**config.mk**
```make
export PLATFORM = sky130hd
export DESIGN_NAME = selective_reject_reorder_receiver_flat
export DESIGN_NICKNAME = d
export VERILOG_FILES = /design/src/srr_pkg.sv /design/src/srr_if.sv /design/src/selective_reject_reorder_receiver.sv /design/src/srr_ram.sv /design/src/flat_wrapper.sv
export SDC_FILE = /design/constraint.sdc
export NUM_CORES = 2
export LEC_CHECK = 0
export BUFFER_PORTS_ARGS = -buffer_cell sky130_fd_sc_hd__buf_4
export CAP_MARGIN = 20
export CORE_MARGIN = 2
export CORE_UTILIZATION = 60
export DETAILED_ROUTE_END_ITERATION = 12
export GPL_TIMING_DRIVEN = 0
export PLACE_DENSITY = 0.77
export SLEW_MARGIN = 5
export SYNTH_ARGS = -nofsm -noshare
export SYNTH_HDL_FRONTEND = slang
export SYNTH_SLANG_ARGS = --single-unit
```
**constraint.sdc**
```tcl
create_clock -name clk -period 12.4 [get_ports clk]
set_input_delay 2.48 -clock clk [delete_from_list [all_inputs] [get_ports clk]]
set_output_delay 2.48 -clock clk [all_outputs]
set_load 0.01 [all_outputs]
```
**src/srr_pkg.sv**
```systemverilog
// Shared types and constants of the selective-reject reorder receiver.
// No dependencies.
package srr_pkg;

	typedef enum logic [1:0] {
		KIND_DELIVER = 2'd0,
		KIND_RR      = 2'd1,
		KIND_SREJ    = 2'd2,
		KIND_START   = 2'd3
	} kind_t;

	localparam int SEQ_BITS = 32;
	localparam int REF_BITS = 16;
	localparam int WREQ_BITS = 5;

endpackage

```
**src/srr_if.sv**
```systemverilog
// Valid/ready channel interfaces for packet descriptors and result items.
// Depends on srr_pkg.
interface srr_in_if #(parameter int LEN_BITS = 11);
	logic                        valid;
	logic                        ready;
	logic                        func;
	logic                        checksum_ok;
	logic [srr_pkg::SEQ_BITS-1:0]  seq_num;
	logic [srr_pkg::WREQ_BITS-1:0] window_req;
	logic [srr_pkg::REF_BITS-1:0]  payload_ref;
	logic [LEN_BITS-1:0]           payload_len;

	modport source (output valid, func, checksum_ok, seq_num, window_req, payload_ref,
		payload_len, input ready);
	modport sink (input valid, func, checksum_ok, seq_num, window_req, payload_ref,
		payload_len, output ready);
endinterface

interface srr_out_if #(parameter int LEN_BITS = 11);
	logic                         valid;
	logic                         ready;
	srr_pkg::kind_t               kind;
	logic [srr_pkg::SEQ_BITS-1:0] number;
	logic [srr_pkg::REF_BITS-1:0] out_ref;
	logic [LEN_BITS-1:0]          out_len;
	logic                         last;

	modport source (output valid, kind, number, out_ref, out_len, last, input ready);
	modport sink (input valid, kind, number, out_ref, out_len, last, output ready);
endinterface

```
**src/selective_reject_reorder_receiver.sv**
```systemverilog
// Selective-reject reorder receiver: top level with control sequencer.
// Depends on srr_pkg, srr_if (srr_in_if, srr_out_if) and srr_ram.
//
//   channel  role  carries
//   rx       sink  packet descriptors (func, checksum_ok, seq_num, window_req, ref, len)
//   tx       src   results (kind, number, out_ref, out_len, last)
//
// An item is taken in S_IDLE and evaluated in S_EVAL in the next cycle. After an in-order
// delivery, or an old packet while buffering, each held packet flushed takes a read of the
// slot memory (S_RD) and a check (S_CHK). The probe that ends the run is a read and a
// check, or S_RD alone at the window limit. Then RR follows, and SREJ while a gap is open.
// Reset clears the sequencer, the valid bits and the sequence state at once;
// the slot memory itself is never cleared. A stalled tx holds the sequencer.
module selective_reject_reorder_receiver #(
	parameter int WINDOW_MAX = 16,
	parameter int LEN_BITS = 11
) (
	input logic clk,
	input logic arst_n,
	srr_in_if.sink   rx,
	srr_out_if.source tx
);
	import srr_pkg::*;

	localparam int IW = (WINDOW_MAX > 1) ? $clog2(WINDOW_MAX) : 1;
	localparam int WW = $clog2(WINDOW_MAX + 1);
	localparam int W_RST = (WINDOW_MAX < 16) ? WINDOW_MAX : 16;
	localparam int DW = SEQ_BITS + REF_BITS + LEN_BITS;

	typedef enum logic [2:0] {S_IDLE, S_EVAL, S_RD, S_CHK, S_RR, S_SREJ} state_t;

	state_t state_q;

	// Captured descriptor.
	logic                  func_q, ok_q;
	logic [SEQ_BITS-1:0]   seq_q;
	logic [WREQ_BITS-1:0]  wreq_q;
	logic [REF_BITS-1:0]   ref_q;
	logic [LEN_BITS-1:0]   len_q;

	// Receiver state.
	logic [SEQ_BITS-1:0]   exp_q, high_q;
	logic                  mode_q;
	logic [WW-1:0]         win_q;
	logic [IW-1:0]         exp_idx_q;   // expected_seq modulo the window
	logic [WW-1:0]         cnt_q;       // flush steps taken
	logic [WINDOW_MAX-1:0] valid_q;

	// Output register.
	logic                  ov_q;
	kind_t                 kind_q;
	logic [SEQ_BITS-1:0]   num_q;
	logic [REF_BITS-1:0]   oref_q;
	logic [LEN_BITS-1:0]   olen_q;
	logic                  last_q;

	logic                  can_emit;
	logic                  ov_load;
	logic [SEQ_BITS-1:0]   diff, exp_inc;
	logic                  seq_gt, seq_eq, in_win;
	logic [WW:0]           idx_sum, idx_wrap, inc_sum;
	logic [IW-1:0]         slot_idx, exp_idx_inc;
	logic [5:0]            wreq_ext;
	logic [WW-1:0]         win_start;
	logic [IW-1:0]         idx_start;
	logic                  ram_we, ram_re;
	logic [DW-1:0]         ram_rdata;
	logic [SEQ_BITS-1:0]   rd_seq;
	logic                  hit;

	assign rx.ready = (state_q == S_IDLE);
	assign tx.valid = ov_q;
	assign tx.kind = kind_q;
	assign tx.number = num_q;
	assign tx.out_ref = oref_q;
	assign tx.out_len = olen_q;
	assign tx.last = last_q;

	// A result can be loaded when the output register is empty or drains now.
	assign can_emit = !ov_q || tx.ready;

	assign diff = seq_q - exp_q;
	assign seq_gt = seq_q > exp_q;
	assign seq_eq = seq_q == exp_q;
	assign in_win = diff < SEQ_BITS'(win_q);
	assign exp_inc = exp_q + 32'd1;

	// The sequencer loads a new result into the output register in these cycles.
	assign ov_load = ((state_q == S_EVAL) && ok_q && can_emit
			&& (func_q || (seq_gt && in_win && !mode_q) || seq_eq))
		|| ((state_q == S_CHK) && hit && can_emit)
		|| (((state_q == S_RR) || (state_q == S_SREJ)) && can_emit);

	// Slot of a packet inside the window: exp_idx plus the distance, wrapped once.
	assign idx_sum = (WW + 1)'(exp_idx_q) + (WW + 1)'(diff[WW-1:0]);
	assign idx_wrap = (idx_sum >= (WW + 1)'(win_q)) ? idx_sum - (WW + 1)'(win_q) : idx_sum;
	assign slot_idx = idx_wrap[IW-1:0];

	assign inc_sum = (WW + 1)'(exp_idx_q) + (WW + 1)'(1);
	assign exp_idx_inc = (inc_sum == (WW + 1)'(win_q)) ? '0 : inc_sum[IW-1:0];

	// Start item: window request clamped to 1..WINDOW_MAX.
	assign wreq_ext = 6'(wreq_q);
	always_comb begin
		priority if (wreq_ext == 6'd0) begin
			win_start = WW'(1);
		end else if (wreq_ext > 6'(WINDOW_MAX)) begin
			win_start = WW'(WINDOW_MAX);
		end else begin
			win_start = wreq_ext[WW-1:0];
		end
	end
	assign idx_start = (win_start == WW'(1)) ? '0 : IW'(1);

	assign ram_we = (state_q == S_EVAL) && ok_q && !func_q && seq_gt && in_win
		&& (mode_q || can_emit);
	assign ram_re = (state_q == S_RD) && (cnt_q < win_q - WW'(1));

	srr_ram #(.WIDTH(DW), .DEPTH(WINDOW_MAX)) u_slots (
		.clk   (clk),
		.we    (ram_we),
		.waddr (slot_idx),
		.wdata ({seq_q, ref_q, len_q}),
		.re    (ram_re),
		.raddr (exp_idx_q),
		.rdata (ram_rdata)
	);

	assign rd_seq = ram_rdata[DW-1 -: SEQ_BITS];
	assign hit = valid_q[exp_idx_q] && (rd_seq == exp_q);

	// The output register fills on a load and empties when its item is taken.
	always_ff @(posedge clk or negedge arst_n) begin
		if (!arst_n) begin
			ov_q <= 1'b0;
		end else if (ov_load) begin
			ov_q <= 1'b1;
		end else if (tx.ready) begin
			ov_q <= 1'b0;
		end
	end

	always_ff @(posedge clk or negedge arst_n) begin
		if (!arst_n) begin
			state_q <= S_IDLE;
			exp_q <= 32'd1;
			high_q <= '0;
			mode_q <= 1'b0;
			win_q <= WW'(W_RST);
			exp_idx_q <= (W_RST == 1) ? '0 : IW'(1);
			cnt_q <= '0;
			valid_q <= '0;
		end else begin
			unique case (state_q)
				S_IDLE: begin
					if (rx.valid) begin
						func_q <= rx.func;
						ok_q <= rx.checksum_ok;
						seq_q <= rx.seq_num;
						wreq_q <= rx.window_req;
						ref_q <= rx.payload_ref;
						len_q <= rx.payload_len;
						state_q <= S_EVAL;
					end
				end
				S_EVAL: begin
					if (!ok_q) begin
						state_q <= S_IDLE;
					end else if (func_q) begin
						if (can_emit) begin
							win_q <= win_start;
							exp_idx_q <= idx_start;
							valid_q <= '0;
							exp_q <= 32'd1;
							high_q <= '0;
							mode_q <= 1'b0;
							kind_q <= KIND_START;
							num_q <= '0;
							oref_q <= '0;
							olen_q <= '0;
							last_q <= 1'b1;
							state_q <= S_IDLE;
						end
					end else if (seq_gt) begin
						if (!in_win) begin
							state_q <= S_IDLE;
						end else if (mode_q || can_emit) begin
							valid_q[slot_idx] <= 1'b1;
							if (seq_q > high_q) begin
								high_q <= seq_q;
							end
							if (!mode_q) begin
								mode_q <= 1'b1;
								kind_q <= KIND_SREJ;
								num_q <= exp_q;
								oref_q <= '0;
								olen_q <= '0;
								last_q <= 1'b1;
							end
							state_q <= S_IDLE;
						end
					end else if (seq_eq) begin
						if (can_emit) begin
							kind_q <= KIND_DELIVER;
							num_q <= seq_q;
							oref_q <= ref_q;
							olen_q <= len_q;
							last_q <= 1'b0;
							if (seq_q > high_q) begin
								high_q <= seq_q;
							end
							exp_q <= exp_inc;
							exp_idx_q <= exp_idx_inc;
							cnt_q <= '0;
							state_q <= S_RD;
						end
					end else if (!mode_q) begin
						state_q <= S_IDLE;
					end else begin
						cnt_q <= '0;
						state_q <= S_RD;
					end
				end
				S_RD: begin
					state_q <= ram_re ? S_CHK : S_RR;
				end
				S_CHK: begin
					if (!hit) begin
						state_q <= S_RR;
					end else if (can_emit) begin
						kind_q <= KIND_DELIVER;
						num_q <= exp_q;
						oref_q <= ram_rdata[LEN_BITS +: REF_BITS];
						olen_q <= ram_rdata[LEN_BITS-1:0];
						last_q <= 1'b0;
						valid_q[exp_idx_q] <= 1'b0;
						exp_q <= exp_inc;
						exp_idx_q <= exp_idx_inc;
						cnt_q <= cnt_q + WW'(1);
						state_q <= S_RD;
					end
				end
				S_RR: begin
					if (can_emit) begin
						kind_q <= KIND_RR;
						num_q <= exp_q - 32'd1;
						oref_q <= '0;
						olen_q <= '0;
						// A gap still open keeps buffering and is followed by an SREJ.
						if (high_q >= exp_q) begin
							mode_q <= 1'b1;
							last_q <= 1'b0;
							state_q <= S_SREJ;
						end else begin
							mode_q <= 1'b0;
							last_q <= 1'b1;
							state_q <= S_IDLE;
						end
					end
				end
				S_SREJ: begin
					if (can_emit) begin
						kind_q <= KIND_SREJ;
						num_q <= exp_q;
						oref_q <= '0;
						olen_q <= '0;
						last_q <= 1'b1;
						state_q <= S_IDLE;
					end
				end
				default: begin
					state_q <= S_IDLE;
				end
			endcase
		end
	end
endmodule

```
**src/srr_ram.sv**
```systemverilog
// Generic single-write, single-read RAM with a registered read port.
// No dependencies.
module srr_ram #(
	parameter int WIDTH = 8,
	parameter int DEPTH = 16
) (
	input  logic                                   clk,
	input  logic                                   we,
	input  logic [(DEPTH > 1 ? $clog2(DEPTH) : 1)-1:0] waddr,
	input  logic [WIDTH-1:0]                       wdata,
	input  logic                                   re,
	input  logic [(DEPTH > 1 ? $clog2(DEPTH) : 1)-1:0] raddr,
	output logic [WIDTH-1:0]                       rdata
);
	logic [WIDTH-1:0] mem [DEPTH];

	always_ff @(posedge clk) begin
		if (we) begin
			mem[waddr] <= wdata;
		end
		if (re) begin
			rdata <= mem[raddr];
		end
	end
endmodule

```
**src/flat_wrapper.sv**
```systemverilog
// flat-port wrapper written by rule: the top's interface ports become plain ports
module selective_reject_reorder_receiver_flat import srr_pkg::*;
#(
	parameter int WINDOW_MAX = 16,
	parameter int LEN_BITS = 11
)
  (clk, arst_n, rx_valid, rx_func, rx_checksum_ok, rx_seq_num, rx_window_req, rx_payload_ref, rx_payload_len, rx_ready, tx_valid, tx_kind, tx_number, tx_out_ref, tx_out_len, tx_last, tx_ready);
  srr_in_if #(.LEN_BITS(LEN_BITS)) rx_i ();
  srr_out_if #(.LEN_BITS(LEN_BITS)) tx_i ();
  input logic clk;
  input logic arst_n;
  input wire logic [$bits(rx_i.valid)-1:0] rx_valid;
  input wire logic [$bits(rx_i.func)-1:0] rx_func;
  input wire logic [$bits(rx_i.checksum_ok)-1:0] rx_checksum_ok;
  input wire logic [$bits(rx_i.seq_num)-1:0] rx_seq_num;
  input wire logic [$bits(rx_i.window_req)-1:0] rx_window_req;
  input wire logic [$bits(rx_i.payload_ref)-1:0] rx_payload_ref;
  input wire logic [$bits(rx_i.payload_len)-1:0] rx_payload_len;
  output wire logic [$bits(rx_i.ready)-1:0] rx_ready;
  output wire logic [$bits(tx_i.valid)-1:0] tx_valid;
  output wire logic [$bits(tx_i.kind)-1:0] tx_kind;
  output wire logic [$bits(tx_i.number)-1:0] tx_number;
  output wire logic [$bits(tx_i.out_ref)-1:0] tx_out_ref;
  output wire logic [$bits(tx_i.out_len)-1:0] tx_out_len;
  output wire logic [$bits(tx_i.last)-1:0] tx_last;
  input wire logic [$bits(tx_i.ready)-1:0] tx_ready;
  assign rx_i.valid = rx_valid;
  assign rx_i.func = rx_func;
  assign rx_i.checksum_ok = rx_checksum_ok;
  assign rx_i.seq_num = rx_seq_num;
  assign rx_i.window_req = rx_window_req;
  assign rx_i.payload_ref = rx_payload_ref;
  assign rx_i.payload_len = rx_payload_len;
  assign rx_ready = rx_i.ready;
  assign tx_valid = tx_i.valid;
  assign tx_kind = tx_i.kind;
  assign tx_number = tx_i.number;
  assign tx_out_ref = tx_i.out_ref;
  assign tx_out_len = tx_i.out_len;
  assign tx_last = tx_i.last;
  assign tx_i.ready = tx_ready;
  selective_reject_reorder_receiver #(.WINDOW_MAX(WINDOW_MAX), .LEN_BITS(LEN_BITS)) u_core (.clk(clk), .arst_n(arst_n), .rx(rx_i), .tx(tx_i));
endmodule
```
==> impl_metrics.py <==
metrics = {
    "finish": {
        "regArea_sq_um": 36400,
        "final_layout_size_suffix_gt1_share_pct": 22.4,
        "design_area_sq_um": 61000,
        "nNetsFinal": 3682,
        "multiInputGateArea_sq_um": 15400,
        "fillCellCount": 5239,
        "syn_to_final_growth_pct": 15.3,
    },
    "status": {
        "outcome": "complete, no violations",
    },
    "job": {
        "drv_cap": 0,
    },
    "place": {
        "portBuffers": 133,
        "gp_congestion": 0.962,
        "dp_hpwl_mm": 110,
        "dpl_cell_area_sq_um": 56800,
    },
    "global_route": {
        "grt_pass1_vias": 33800,
        "antenna_found_initial": 1,
        "gr-total-overflow": 0,
        "grt_pass1_wl_mm": 241,
        "track_usage_pct": 37.7,
        "grt_start_max_net_pins": 81,
    },
    "synthesis": {
        "async_flop_share_pct": 8.05,
        "netlist_area_sq_um": 52900,
        "ys.flop_type": "edfxtp_1",
        "synth-seq-cells": 1230,
        "synth_cell_types": 75,
        "avgSynthCellArea_sq_um": 17.1,
        "syn-num-nets": 3287,
        "synthCells": 3093,
        "yosys_warnings": 0,
        "ys_seq_area_share_pct": 68.9,
        "synth_edf_count": 1131,
    },
    "critical_path": {
        "cp-start-kind": "register",
        "cp_max_fo": 19,
        "critical_path_class": "reg2reg",
        "end_kind": "register",
        "cp_data_required_time_ns": 12.85,
        "r2r_start": "u_core.seq_q[0]",
        "cp-startpoint": "u_core.seq_q[0]",
        "crit_arrival_ns": 8.88,
    },
    "timing": {
        "drv_slew": 0,
        "fin_crit_ns": 8.43,
        "relSlewSlack_pct": 9.37,
        "timing.final.hold_violations": 0,
        "fin_crit_sh_pct": 68.0,
        "worst_pin_slew_ns": 1.36,
        "finClkSkew_ns": 0.0874,
        "rsz0062_at_grt": "no",
        "setup_viol_count_final": 0,
        "max_freq_mhz": 119,
    },
    "floorplan": {
        "core_area_sq_um": 87000,
        "ios": 134,
        "fp-row-count": 108,
        "dieWidth_um": 301,
        "start_util_pct": 60.7,
        "fp.dieH_um": 301,
        "die-area_sq_um": 90500,
    },
    "drt": {
        "drtIter0Drc": 5241,
        "num_vias": 34000,
        "met2WireLength_mm": 85.3,
        "wl_met1_mm": 58.1,
        "drtPass1Iterations": 8,
        "wl_mm": 171,
        "wl_per_cell_um": 36.1,
        "wl_met3_mm": 19.0,
        "routed_via_density": 7.16,
        "drc_errors": 0,
        "top_layer": "met5",
        "drtAntennaViolNets": 0,
    },
    "clock_tree": {
        "clk_path_buf_depth": 3,
        "post_cts_buffers": 0,
        "hold_buffers": 0,
        "cts_resized": 0,
        "path_clk_slew_ns": 0.06,
        "clock-sinks": 1230,
        "htreeDepth": 3,
        "clk_latency_ns": 0.75,
        "numCtsBuffers": 116,
        "cts_tree": "yes",
        "clockRootBuffer": "clkbuf_16",
    },
    "min_path": {
        "hold_path.class": "reg2reg",
        "min-delay-start": "u_core.wreq_q[1]",
    },
    "pwr": {
        "leakage_uw": 0.0203,
        "powerDensity_nw_per_um2": 220,
        "ir_worst_vdd_uv": 328,
        "finalPower_uw": 13400,
    },
}
-- sequential cells by signal, summed over array words and instances (netlist names), 16 cells and up --
| register | flops |
|---|---|
| u_core.u_slots.mem | 944 |
| u_core.valid_q | 16 |
| u_core.tx.number | 32 |
| u_core.exp_q | 32 |
| u_core.seq_q | 32 |
| u_core.u_slots.rdata | 59 |
| u_core.ref_q | 16 |
| u_core.tx.out_ref | 16 |
| u_core.high_q | 32 |
-- worst max-delay path, stage by stage (launching register included) --
cell and delay, ns:
edfxtp_1 0.91, inv_1 0.28, ha_1 0.29, fa_1 0.43, nand2b_1 0.19, a21oi_1 0.28, xor2_1 0.73, ha_1 0.36
o21ai_0 0.08, a21oi_1 0.16, a211o_1 0.29, or4_1 0.42, nor4_1 0.28, and4b_1 0.32, nand3_1 0.33, or2_1 0.35
buf_6 0.16, clkbuf_1 0.33, nor3_2 1.00, buf_6 0.25, buf_4 0.22, buf_4 0.26, buf_6 0.17
-- layout make-up --
cell class              instances  area share (%)
clock buffers                 148            5.03
multi-input cells            1588            25.3
plain buffers                 176            1.18
flip-flops and latches       1230            59.8
well taps                    1155            2.37
diodes                          4          0.0164
repair buffers                277            4.41
inverters                      99           0.610
clock inverters                70            1.25
-- worst paths after layout --
kind                                            end  depth (start not counted)  slack, ns
max reg2reg                u_core.u_slots.mem[8][4]                         22       3.97
min                                 u_core.win_q[1]                          2       0.54
min reg2reg                         u_core.win_q[1]                          2       0.54
min in group asynchronous          u_core.high_q[8]                          1       1.66
max in group asynchronous          u_core.exp_q[18]                          2      10.02
max                        u_core.u_slots.mem[8][4]                         22       3.97
-- per-stage QoR --
step | utilization, % | instances | hold WS, ns | worst slack, ns | setup TNS, ns
finish | 70.0 | 4747 | 0.544 | 3.97 | 0
global route | 70.0 | 4743 | 0.556 | 3.87 | 0
CTS | 69.7 | 4725 | 0.542 | 4.08 | 0
detailed placement | 65.3 | 4507 | 0.527 | 4.26 | 0
global placement | 63.5 | 4381 | 0.517 | -3.62 | -2453.36
floorplan | - | 3093 | 0.471 | 3.71 | 0
-- cell usage after synthesis, types with 4 or more instances --
cell / n / area share, %
o2111ai_1: 4 / 0.066
ha_1: 121 / 2.9
o41ai_1: 4 / 0.066
or2_2: 5 / 0.059
o21ai_0: 149 / 1.4
o21a_1: 11 / 0.16
a21o_1: 27 / 0.38
or3_1: 17 / 0.20
o211ai_1: 6 / 0.085
and2_1: 7 / 0.083
nand2_1: 119 / 0.85
nor2_1: 118 / 0.84
nand3_1: 57 / 0.54
a22o_1: 35 / 0.58
a211oi_1: 18 / 0.26
nor4_1: 20 / 0.24
nor3_1: 46 / 0.44
inv_1: 98 / 0.70
edfxtp_1: 1131 / 64
o21ai_1: 10 / 0.095
a31oi_1: 14 / 0.17
o21bai_1: 7 / 0.099
nand2b_1: 21 / 0.25
mux2i_1: 6 / 0.11
mux4_2: 300 / 13
or4_1: 8 / 0.11
a21oi_1: 130 / 1.2
buf_6: 7 / 0.15
o22ai_1: 6 / 0.071
and4_1: 7 / 0.12
a21boi_0: 4 / 0.057
nor2b_1: 10 / 0.12
clkbuf_1: 136 / 0.97
a211o_1: 5 / 0.083
xnor2_1: 74 / 1.2
dfrtp_1: 96 / 4.5
xor2_1: 10 / 0.17
buf_1: 29 / 0.21
and3_1: 15 / 0.18
a22oi_1: 88 / 1.2
buf_2: 4 / 0.038
nand4_1: 51 / 0.60
a2111oi_0: 7 / 0.12
o221ai_1: 9 / 0.15
-- routing by layer --
metal  global-route usage (%)  up-vias
met3                     7.05      515
met5                        0        -
met2                     62.9     2988
li1                         -    13300
met1                     48.9    17200
met4                     16.8        2
-- cells by family (layout without fill, tap and decap cells) --
group	count (synthesis)	count (layout)	share of synthesized area, %
AOI/OAI and AO/OA	560	560	6.89
xor gates and xnor gates	84	84	1.39
adders and majority gates	124	124	2.98
buffers and inverters	275	770	2.06
DFF	1230	1230	68.9
muxes	307	307	12.9
other	0	4	0
and+or+nand+nor	513	513	4.81
-- report_power, final --
part / internal, uW / total [uW] / switching, uW / leakage (uW)
logic: 1820 / 4600 / 2780 / 0.00686
registers: 4880 / 5170 / 297 / 0.0115
clock network: 2010 / 3640 / 1630 / 0.00187
-- cell usage in the layout (no fill, tap or decap), drive strengths merged, types with 52 or more instances in the layout --
cell type and instances:
dfrtp 96, ha 121, nand3 57, mux4 300, buf 317, inv 101, edfxtp 1131, a21oi 132
nor2 118, clkbuf 284, clkinv 52, a22oi 88, nand2 119, xnor2 74, o21ai 159
(Power assumes the default switching activity.)
